**src/hdl/rtt_pkg.sv**
```systemverilog
// Shared types, codes and constants for the retransmission timer table.
package rtt_pkg;

   localparam int DEFAULT_TABLE_DEPTH = 16;

   localparam int ID_W       = 16;
   localparam int COUNT_W    = 9;
   localparam int TIME_W     = 32;
   localparam int MAX_W      = 8;
   localparam int TIMEOUT_W  = 16;
   localparam int CSR_IDX_W  = 8;
   localparam int CSR_DATA_W = 16;

   localparam logic [COUNT_W-1:0] COUNT_MAX   = '1;
   localparam logic [MAX_W-1:0]   MAX_RESET   = 8'd3;
   localparam logic [TIMEOUT_W-1:0] TMO_RESET = 16'd5;

   typedef enum logic [1:0] {
      REQ_NEW      = 2'd0,
      REQ_RESPONSE = 2'd1,
      REQ_TICK     = 2'd2,
      REQ_REMOVE   = 2'd3
   } req_kind_type;

   typedef enum logic [2:0] {
      EV_SEND       = 3'd0,
      EV_GAVE_UP    = 3'd1,
      EV_ACKED      = 3'd2,
      EV_NOT_FOUND  = 3'd3,
      EV_REMOVED    = 3'd4,
      EV_TABLE_FULL = 3'd5,
      EV_TICK_DONE  = 3'd6
   } event_type;

   typedef enum logic [CSR_IDX_W-1:0] {
      CSR_MAX_RESEND       = 8'd0,
      CSR_RESPONSE_TIMEOUT = 8'd1
   } csr_reg_type;

   // One stored table slot.
   typedef struct packed {
      logic [ID_W-1:0]    id;
      logic [COUNT_W-1:0] count;
      logic [TIME_W-1:0]  deadline;
   } slot_type;

   // Verdict of the slot evaluator for the slot under the scan pointer.
   typedef struct packed {
      logic free;
      logic match;
      logic give_up;
      logic resend;
   } verdict_type;

endpackage

```
**src/hdl/rtt_slot_mem.sv**
```systemverilog
// Slot storage: id, resend count and deadline, one write and one registered read port.
module rtt_slot_mem
   import rtt_pkg::*;
#(
   parameter int TABLE_DEPTH = DEFAULT_TABLE_DEPTH,
   parameter int IDX_W       = 4
) (
   input  logic             clock,
   input  logic             wr_en,
   input  logic [IDX_W-1:0] wr_addr,
   input  slot_type         wr_data,
   input  logic [IDX_W-1:0] rd_addr,
   output slot_type         rd_data
);

   slot_type mem_ff [TABLE_DEPTH];
   slot_type rd_data_ff;

   always_ff @(posedge clock) begin
      if (wr_en) begin
         mem_ff[wr_addr] <= wr_data;
      end
      rd_data_ff <= mem_ff[rd_addr];
   end

   assign rd_data = rd_data_ff;

endmodule

```
**src/hdl/rtt_eval.sv**
```systemverilog
// Slot evaluator: id match, free check, give-up and deadline compares, count increment.
module rtt_eval
   import rtt_pkg::*;
(
   input  logic               slot_valid,
   input  logic               slot_done,
   input  slot_type           slot,
   input  logic [ID_W-1:0]    req_id,
   input  logic [TIME_W-1:0]  now,
   input  logic [MAX_W-1:0]   max_resend,
   output verdict_type        verdict,
   output logic [COUNT_W-1:0] count_next
);

   logic live;

   always_comb begin
      live            = slot_valid && !slot_done;
      verdict.free    = !slot_valid;
      verdict.match   = slot_valid && (slot.id == req_id);
      verdict.give_up = live && (slot.count > {1'b0, max_resend});
      verdict.resend  = live && !verdict.give_up && (slot.deadline < now);
      // saturate the resend count
      if (slot.count == COUNT_MAX) begin
         count_next = slot.count;
      end else begin
         count_next = slot.count + COUNT_W'(1);
      end
   end

endmodule

```
**src/hdl/retransmit_timeout_table_core.sv**
```systemverilog
// Top level of the retransmission timer table: sequencer, status bits and registers.
//
//  channel   ports                                         handshake
//  request   start, busy, req_type, req_message_id, req_now  start && !busy
//  response  rsp_valid, rsp_event_res, rsp_event_id, rsp_last one-cycle strobe
//  csr       csr_valid, csr_ready, csr_index, csr_wdata     csr_valid && csr_ready
//
// Every request walks the slots one per cycle through the shared slot evaluator,
// fed by the slot memory read port one slot ahead. A tick walks every slot and
// then a finish state; new, response and remove stop at the first hit or the last slot.
// Results leave from registers in the cycle after the slot or finish state that causes them.
// Reset clears all valid and done bits at once; no clearing pass is needed.
// The response side cannot stall; csr_ready is always high.
module retransmit_timeout_table_core
   import rtt_pkg::*;
#(
   parameter int TABLE_DEPTH = DEFAULT_TABLE_DEPTH
) (
   input  logic                  clock,
   input  logic                  reset,
   input  logic                  start,
   output logic                  busy,
   input  logic [1:0]            req_type,
   input  logic [ID_W-1:0]       req_message_id,
   input  logic [TIME_W-1:0]     req_now,
   output logic                  rsp_valid,
   output logic [2:0]            rsp_event_res,
   output logic [ID_W-1:0]       rsp_event_id,
   output logic                  rsp_last,
   input  logic                  csr_valid,
   output logic                  csr_ready,
   input  logic [CSR_IDX_W-1:0]  csr_index,
   input  logic [CSR_DATA_W-1:0] csr_wdata
);

   localparam int IDX_W = (TABLE_DEPTH > 1) ? $clog2(TABLE_DEPTH) : 1;
   localparam logic [IDX_W-1:0] LAST_IDX = IDX_W'(TABLE_DEPTH - 1);

   typedef enum logic [1:0] {
      S_IDLE,
      S_SCAN,
      S_FINISH
   } state_type;

   state_type              state_ff;
   req_kind_type           kind_ff;
   logic [ID_W-1:0]        id_ff;
   logic [TIME_W-1:0]      now_ff;
   logic [TIME_W-1:0]      deadline_ff;
   logic [IDX_W-1:0]       idx_ff;
   logic [TABLE_DEPTH-1:0] valid_ff;
   logic [TABLE_DEPTH-1:0] done_ff;
   logic [MAX_W-1:0]       max_resend_ff;
   logic [TIMEOUT_W-1:0]   timeout_ff;
   logic                   rsp_valid_ff;
   event_type              rsp_event_ff;
   logic [ID_W-1:0]        rsp_id_ff;
   logic                   rsp_last_ff;

   logic                   accept;
   logic [TIME_W:0]        deadline_sum;
   logic [TIME_W-1:0]      deadline_in;
   logic                   wr_en;
   slot_type               wr_data;
   logic [IDX_W-1:0]       rd_addr;
   slot_type               rd_data;
   verdict_type            verdict;
   logic [COUNT_W-1:0]     count_next;
   logic                   last_slot;

   assign busy      = (state_ff != S_IDLE);
   assign accept    = start && !busy;
   assign csr_ready = 1'b1;
   assign last_slot = (idx_ff == LAST_IDX);

   // saturating deadline, computed once per request
   always_comb begin
      deadline_sum = {1'b0, req_now} + {{(TIME_W + 1 - TIMEOUT_W){1'b0}}, timeout_ff};
      deadline_in  = deadline_sum[TIME_W] ? '1 : deadline_sum[TIME_W-1:0];
   end

   // read one slot ahead of the evaluation pointer
   assign rd_addr = (state_ff == S_SCAN) ? idx_ff + IDX_W'(1) : '0;

   rtt_slot_mem #(
      .TABLE_DEPTH (TABLE_DEPTH),
      .IDX_W       (IDX_W)
   ) u_mem (
      .clock   (clock),
      .wr_en   (wr_en),
      .wr_addr (idx_ff),
      .wr_data (wr_data),
      .rd_addr (rd_addr),
      .rd_data (rd_data)
   );

   rtt_eval u_eval (
      .slot_valid (valid_ff[idx_ff]),
      .slot_done  (done_ff[idx_ff]),
      .slot       (rd_data),
      .req_id     (id_ff),
      .now        (now_ff),
      .max_resend (max_resend_ff),
      .verdict    (verdict),
      .count_next (count_next)
   );

   always_comb begin
      wr_en   = 1'b0;
      wr_data = rd_data;
      if (state_ff == S_SCAN) begin
         if (kind_ff == REQ_NEW && verdict.free) begin
            wr_en            = 1'b1;
            wr_data.id       = id_ff;
            wr_data.count    = COUNT_W'(1);
            wr_data.deadline = deadline_ff;
         end else if (kind_ff == REQ_TICK && verdict.resend) begin
            wr_en            = 1'b1;
            wr_data.count    = count_next;
            wr_data.deadline = deadline_ff;
         end
      end
   end

   always_ff @(posedge clock) begin
      if (reset) begin
         state_ff      <= S_IDLE;
         valid_ff      <= '0;
         done_ff       <= '0;
         max_resend_ff <= MAX_RESET;
         timeout_ff    <= TMO_RESET;
         rsp_valid_ff  <= 1'b0;
      end else begin
         rsp_valid_ff <= 1'b0;

         if (csr_valid && csr_ready) begin
            unique case (csr_index)
               CSR_MAX_RESEND:       max_resend_ff <= csr_wdata[MAX_W-1:0];
               CSR_RESPONSE_TIMEOUT: timeout_ff    <= csr_wdata[TIMEOUT_W-1:0];
               default: ;
            endcase
         end

         unique case (state_ff)
            S_IDLE: begin
               if (accept) begin
                  kind_ff     <= req_kind_type'(req_type);
                  id_ff       <= req_message_id;
                  now_ff      <= req_now;
                  deadline_ff <= deadline_in;
                  idx_ff      <= '0;
                  state_ff    <= S_SCAN;
               end
            end

            S_SCAN: begin
               idx_ff <= idx_ff + IDX_W'(1);
               unique case (kind_ff)
                  REQ_NEW: begin
                     if (verdict.free) begin
                        valid_ff[idx_ff] <= 1'b1;
                        done_ff[idx_ff]  <= 1'b0;
                        rsp_valid_ff     <= 1'b1;
                        rsp_event_ff     <= EV_SEND;
                        rsp_id_ff        <= id_ff;
                        rsp_last_ff      <= 1'b1;
                        state_ff         <= S_IDLE;
                     end else if (last_slot) begin
                        rsp_valid_ff <= 1'b1;
                        rsp_event_ff <= EV_TABLE_FULL;
                        rsp_id_ff    <= id_ff;
                        rsp_last_ff  <= 1'b1;
                        state_ff     <= S_IDLE;
                     end
                  end

                  REQ_RESPONSE, REQ_REMOVE: begin
                     if (verdict.match) begin
                        if (kind_ff == REQ_RESPONSE) begin
                           done_ff[idx_ff] <= 1'b1;
                           rsp_event_ff    <= EV_ACKED;
                        end else begin
                           valid_ff[idx_ff] <= 1'b0;
                           done_ff[idx_ff]  <= 1'b0;
                           rsp_event_ff     <= EV_REMOVED;
                        end
                        rsp_valid_ff <= 1'b1;
                        rsp_id_ff    <= id_ff;
                        rsp_last_ff  <= 1'b1;
                        state_ff     <= S_IDLE;
                     end else if (last_slot) begin
                        rsp_valid_ff <= 1'b1;
                        rsp_event_ff <= EV_NOT_FOUND;
                        rsp_id_ff    <= id_ff;
                        rsp_last_ff  <= 1'b1;
                        state_ff     <= S_IDLE;
                     end
                  end

                  REQ_TICK: begin
                     if (verdict.give_up) begin
                        done_ff[idx_ff] <= 1'b1;
                        rsp_valid_ff    <= 1'b1;
                        rsp_event_ff    <= EV_GAVE_UP;
                        rsp_id_ff       <= rd_data.id;
                        rsp_last_ff     <= 1'b0;
                     end else if (verdict.resend) begin
                        rsp_valid_ff <= 1'b1;
                        rsp_event_ff <= EV_SEND;
                        rsp_id_ff    <= rd_data.id;
                        rsp_last_ff  <= 1'b0;
                     end
                     if (last_slot) begin
                        state_ff <= S_FINISH;
                     end
                  end

                  default: ;
               endcase
            end

            S_FINISH: begin
               rsp_valid_ff <= 1'b1;
               rsp_event_ff <= EV_TICK_DONE;
               rsp_id_ff    <= '0;
               rsp_last_ff  <= 1'b1;
               state_ff     <= S_IDLE;
            end

            default: state_ff <= S_IDLE;
         endcase
      end
   end

   assign rsp_valid     = rsp_valid_ff;
   assign rsp_event_res = rsp_event_ff;
   assign rsp_event_id  = rsp_id_ff;
   assign rsp_last      = rsp_last_ff;

endmodule

```
**config.mk**
```make
export PLATFORM = sky130hd
export DESIGN_NAME = retransmit_timeout_table_core
export DESIGN_NICKNAME = d
export VERILOG_FILES = /design/src/hdl/rtt_pkg.sv /design/src/hdl/rtt_slot_mem.sv /design/src/hdl/rtt_eval.sv /design/src/hdl/retransmit_timeout_table_core.sv
export SDC_FILE = /design/constraint.sdc
export NUM_CORES = 2
export LEC_CHECK = 0
export BUFFER_PORTS_ARGS = -buffer_cell sky130_fd_sc_hd__clkbuf_2
export CORE_UTILIZATION = 35
export CTS_CLUSTER_DIAMETER = 150
export CTS_CLUSTER_SIZE = 16
export DETAILED_ROUTE_END_ITERATION = 7
export PLACE_DENSITY = 0.5
export SETUP_SLACK_MARGIN = 0.05
export SLEW_MARGIN = 10
export SYNTH_ARGS = -nofsm -noshare
export SYNTH_HDL_FRONTEND = slang
export SYNTH_SLANG_ARGS = --single-unit
```
**constraint.sdc**
```tcl
create_clock -name clock -period 10.1 [get_ports clock]
set_input_delay 2.02 -clock clock [delete_from_list [all_inputs] [get_ports clock]]
set_output_delay 2.02 -clock clock [all_outputs]
set_load 0.03 [all_outputs]
```
Yosys cells after proc, flatten, opt, wreduce, memory -nomap -nowiden
Memories as Yosys holds them, arrays and structs flattened. A register that Yosys moved wholly into a read port is not among the register bits. Index checks and enable logic that the tools add are counted.

Multiplexer cells: 65. Bitwise logic cells: 6. $add $sub $neg: 3. Eq/ne operators: 18. Magnitude comparators: 4. Reductions and logical operators: 30.

Operator list (number): 2-to-1 mux 16 bit (13); case mux 16 bit (3 select lines) (2); 2-to-1 mux 41 bit (2); case mux 16 bit (2 select lines) (2); 2-to-1 mux 57 bit (1); adder 32 x 16 -> 33 bit (1); AND 16 bit (2); less-than comparator 32 bit (1); bitwise OR 16 bit (2); 2-to-1 mux 3 bit (7); 2-to-1 mux 1 bit (18); equality test 16 bit (1); NOT 16 bit (1); 2-to-1 mux 2 bit (5); AND reduction 5 bit (2); adder 9 x 1 -> 9 bit (second input constant) (1); equality test 9 bit (second input constant) (1); > comparator 9 x 8 -> 1 bit (1); logical AND 1 bit (9); 2-to-1 mux 9 bit (1); case mux 3 bit (3 select lines) (1); AND reduction 3 bit (3); binary-select mux 1 bit (select 4 bit) (2); equality test 8 x 1 -> 1 bit (second input constant) (1); 27 further kinds (46).

Bits in writable memories: 912. Output and inout port bits: 23. Memories: 1. Bits of input ports: 78. Bits in registers: 165.

Memories: u_mem.mem_ff (words 16, bits a word 57, read ports 1, clocked after Yosys merged registers in 1, wr ports 1, line rtt_slot_mem.sv:16) `slot_type mem_ff [TABLE_DEPTH];`.

Logic depth before layout (Yosys ltp)
Depth in word-level cells: 14. Gate-level depth with buffers: 13.

By module
A second synthesis with hierarchy kept.

Cell total of the unflattened synthesis: 2483. Area, all modules: 45180.8 µm².

By module, submodules not included: rtt_slot_mem (instances 1, area an instance 35253.8 µm², cells each 1470); retransmit_timeout_table_core (instances 1, area an instance 8580.7 µm², cells each 829); rtt_eval (instances 1, area an instance 1346.3 µm², cells each 184).

Worst setup path before layout
No wires, ideal clock.

Kind: register to register. Start: reg now_ff[21]. End: mem u_mem.mem_ff[3][0] (netlist name), enable pin. Setup slack: 1.910 ns. Stages on the path, launching flop included: 10. Required time: 9.487 ns. Arrival time: 7.577 ns. Period minus slack after synthesis: 8.190 ns. Cells stage by stage: edfxtp_1 inv_1 ha_1 a21o_1 a221o_1 a221oi_1 o21ai_0 a211oi_2 a31oi_1 nor4_1.

Word-level cells in the longest chain between the ends: 8.

RTL lines: start: declaration (line retransmit_timeout_table_core.sv:48) `logic [TIME_W-1:0] now_ff;`; start signal: assignment (line retransmit_timeout_table_core.sv:149) `now_ff <= req_now;`; less-than comparator 32 bit (line rtt_eval.sv:22) `verdict.resend = live && !verdict.give_up && (slot.deadline < now);`; logical AND 1 bit (line rtt_eval.sv:22); logical AND 1 bit (line retransmit_timeout_table_core.sv:117) `end else if (kind_ff == REQ_TICK && verdict.resend) begin`; 2-to-1 mux 1 bit (line retransmit_timeout_table_core.sv:117); 2-to-1 mux 1 bit (line retransmit_timeout_table_core.sv:112) `if (kind_ff == REQ_NEW && verdict.free) begin`; 2-to-1 mux 1 bit (line retransmit_timeout_table_core.sv:111) `if (state_ff == S_SCAN) begin`; 2-to-1 mux 1 bit (line rtt_slot_mem.sv:20) `if (wr_en) begin`; 2-to-1 mux 1 bit (implied by the code) (line rtt_slot_mem.sv:21) `mem_ff[wr_addr] <= wr_data;`; end: declaration (line rtt_slot_mem.sv:16).

No other way between the ends.

Final worst setup path
Start: reg idx_ff[0]. End: mem u_mem.mem_ff[15][26] (netlist name), enable pin.

Word-level cells in the longest chain between the ends: 14. Elaborated cells on any way between the ends: 18. Classes of those cells: mux: 9; reduce/logical: 9.

RTL lines: start: declaration (line retransmit_timeout_table_core.sv:50) `logic [IDX_W-1:0] idx_ff;`; start signal: assignment (line retransmit_timeout_table_core.sv:157) `idx_ff <= idx_ff + IDX_W'(1);`; binary-select mux 1 bit (select 4 bit) (line retransmit_timeout_table_core.sv:99) `.slot_done (done_ff[idx_ff]),`; 2-to-1 mux 1 bit (implied by the code) (line retransmit_timeout_table_core.sv:99); logical NOT 1 bit (line rtt_eval.sv:18) `live = slot_valid && !slot_done;`; logical AND 1 bit (line rtt_eval.sv:18); logical AND 1 bit (line rtt_eval.sv:21) `verdict.give_up = live && (slot.count > {1'b0, max_resend});`; logical NOT 1 bit (line rtt_eval.sv:22); logical AND 1 bit (2 in series) (line rtt_eval.sv:22); logical AND 1 bit (line retransmit_timeout_table_core.sv:117); 2-to-1 mux 1 bit (line retransmit_timeout_table_core.sv:117); 2-to-1 mux 1 bit (line retransmit_timeout_table_core.sv:112); 2-to-1 mux 1 bit (line retransmit_timeout_table_core.sv:111); 2-to-1 mux 1 bit (line rtt_slot_mem.sv:20); 2-to-1 mux 1 bit (implied by the code) (line rtt_slot_mem.sv:21).

Several ways; a longest one is shown, not always the timed one. The select of a mux whose other input is x is not followed.

==> results.cfg <==
[placed_design]
place_hpwl_um = 67200
placement.io_buffers = 99
place_ws_ns = 4.46
place_congestion = 0.787
postPlaceCellArea_sq_mm = 0.0493

[setup_path]
critical_path_arrival_ns = 5.89
slowest_cell_on_crit_path = nor2_4
startpoint_type = flop
criticalPathCategory = flop to flop
worst_setup_path_end_kind = flop
crit_path_max_fanout = 36
required_ns = 10.38
worst-path-buf-inv = 2
cpPeakStageDelay_ns = 0.89
critical_path.top_delay_family = simple AND/OR/NAND/NOR gates
crit_path_cell_trace = mux4_2 -> mux2_2 -> nor2_4 -> o21a_1 -> nand2_2 -> a21boi_4 -> buf_4 -> nor2_4 -> buf_4

[global_routing]
global_route.usage.total_pct = 18.5
grt_start_max_net_pins = 193
total_congestion_overflow = 0
grt_pass1_vias = 25900
grt_antenna_before_repair = 5
grt_first_pass_wirelength_um = 183000

[timing]
hold-worst-slack_ns = 0.476
final-hold-violation-count = 0
max_freq_mhz = 178
worst_slew_pin_slew_ns = 1.28
maxSlewHeadroom_pct = 14.5
fin_setup_tns_ns = 0
setup_ws_ns = 4.49
report.final.slew_viol_count = 0
clock_skew_ns = 0.0378
finalCritPeriodShare_pct = 55.5
rsz0062_at_grt = false
finalCriticalPeriod_ns = 5.61
setup_violations = 0

[synthesis]
postSynthCellCount = 3091
yosysTopAreaCell = edfxtp_1
synth-seq-area-share_pct = 70.3
asyncSetResetFlopFracSynth_pct = 0
yosys.cell_count.top_type = edfxtp_1
post_synth_num_cell_types = 81
synth_fp_nets = 3233
post_synth_fa_ha_maj_area_fraction_pct = 1.73
largest_family_of_logic_cells_by_synthesized_area = multiplexers
yosysWarnings = 0
cell_area_after_synthesis_sq_mm = 0.0468
yosys.area_share.simple_pct = 7.13
post_synthesis_sequential_element_count = 1134
synth-edff-count = 1018
synth-compound-area-share_pct = 8.08
fraction_of_synthesized_area_in_multiplexers_pct = 9.99
post_synth_main_area_contributors = edfxtp_1 (65%), mux2i_1 (5.5%), dfxtp_1 (5.0%), mux4_2 (3.0%), nand2_1 (2.6%)
synth-xor-area-share_pct = 0.562
synth_top_area_share_pct = 65.3
ys_top_cells_by_count = edfxtp_1 (1,018), nand2_1 (327), mux2i_1 (255)
postSynthAreaPerCell_sq_um = 15.1
dominantRegCellSynth = edfxtp_1

[die]
die_area_sq_mm = 0.135
die_width_um = 368
design.core.area_sq_mm = 0.132
rows = 133
die_y_um = 368
ports_placed_on_the_boundary = 101
starting_density_of_the_core_pct = 35.4

[routing]
wire_per_inst_um = 25.6
drc_errors = 0
viasPerCell = 5.32
vias = 26400
antenna_violating_nets_post_route = 0
dr.pass1.iters = 7
drtIter0Drc = 2451
drt_wl_total_um = 127000

[job]
timing.max_cap.violations = 0

[final_layout]
fillers = 12200
flow.area_growth_from_synthesis_pct = 10.5
post-route-cell-area_sq_mm = 0.0517
finish.net_count = 3288
post_route_cells_drive_above_1_share_pct = 12.6

[clocking]
cts.repair.resized = 0
numClockSinks = 1134
cts_post_setup_buffers_inserted = 0
cts.clk_slew.worst_paths_ns = 0.08
longest_clk_path_bufs = 3
clock_insertion_delay_worst_skew_ns = 0.68
cts.root.buffer_cell = clkbuf_16
tritoncts.num_buffers = 80
htreeDepth = 3
holdBufCountCts = 0
clock_tree_from_tritoncts = yes

[outcome]
outcome = complete, no violations

[power]
worst_ir_drop_vdd_v = 0.000112
leakage_power_total_nw = 17.0
power_per_cell_area_mw_per_mm2 = 198

[min_path]
worstHoldPathType = flop to flop
## through the flow
step           total power, mW  cells  utilization, %
6_report                  10.3   4964            39.1
5_1_grt                   10.6   4962            39.1
4_1_cts                   10.4   4961            39.1
3_5_place_dp              7.21   4819            37.3
3_3_place_gp              7.20   4819            37.3
2_1_floorplan             6.67   3091               -
## power by group
part           internal, mW  total, mW  switching [mW]
Clock                  1.54       3.15            1.61
Sequential             5.56       5.68           0.119
Combinational         0.445       1.42           0.979
## cell families after synthesis
family          Yosys count
buf+inv                 254
xor+xnor                 30
simple gates            707
flops                  1134
fa+ha+maj                64
compound gates          530
mux                     371
other cells               1
## layout by cell type (no fill, tap or decap), drive strengths merged, types with 63 or more instances in the layout
cell type,count
nand2,328
mux2i,255
a311oi,115
edfxtp,1018
ha,63
dfxtp,116
a21oi,126
clkbuf,236
inv,73
a211oi,141
and2,123
nor3,80
nor2,79
mux4,63
## layout make-up
cell class	count	area, sq um	share of cell area, %
Inverter	71	283	0.547
Antenna cell	3	7.51	0.0145
Clock buffer	137	2270	4.39
Sequential cell	1134	32900	63.6
Multi-Input combinational cell	1703	13000	25.2
Timing Repair Buffer	156	961	1.86
Tap cell	1755	2200	4.25
Clock inverter	5	76.3	0.148
## sequential cells by signal, summed over array words and instances, names as in the netlist, 8 cells and up, named ones only
register / count
rsp_event_id: 16
max_resend_ff: 8
now_ff: 32
u_mem.rd_data: 57
id_ff: 16
done_ff: 16
deadline_ff: 32
u_mem.mem_ff: 912
timeout_ff: 16
## routing by layer
layer / GRT usage [%] / vias to the layer above / routed length (um)
met5: 0 / - / 41
met4: 4.95 / 6 / 3110
met3: 3.07 / 168 / 7040
met2: 28.4 / 711 / 57400
met1: 26.8 / 13500 / 59400
li1: - / 12100 / -
## final timing paths
| kind | startpoint | endpoint | slack [ns] | cells after the start |
|---|---|---|---|---|
| worst min-delay path | timeout_ff[2] | timeout_ff[2] | 0.48 | 1 |
| worst min register to register | timeout_ff[2] | timeout_ff[2] | 0.48 | 1 |
| worst max-delay path | idx_ff[0] | u_mem.mem_ff[15][26] | 4.49 | 9 |
| worst max register to register | idx_ff[0] | u_mem.mem_ff[15][26] | 4.49 | 9 |
(Power assumes the default switching activity.)
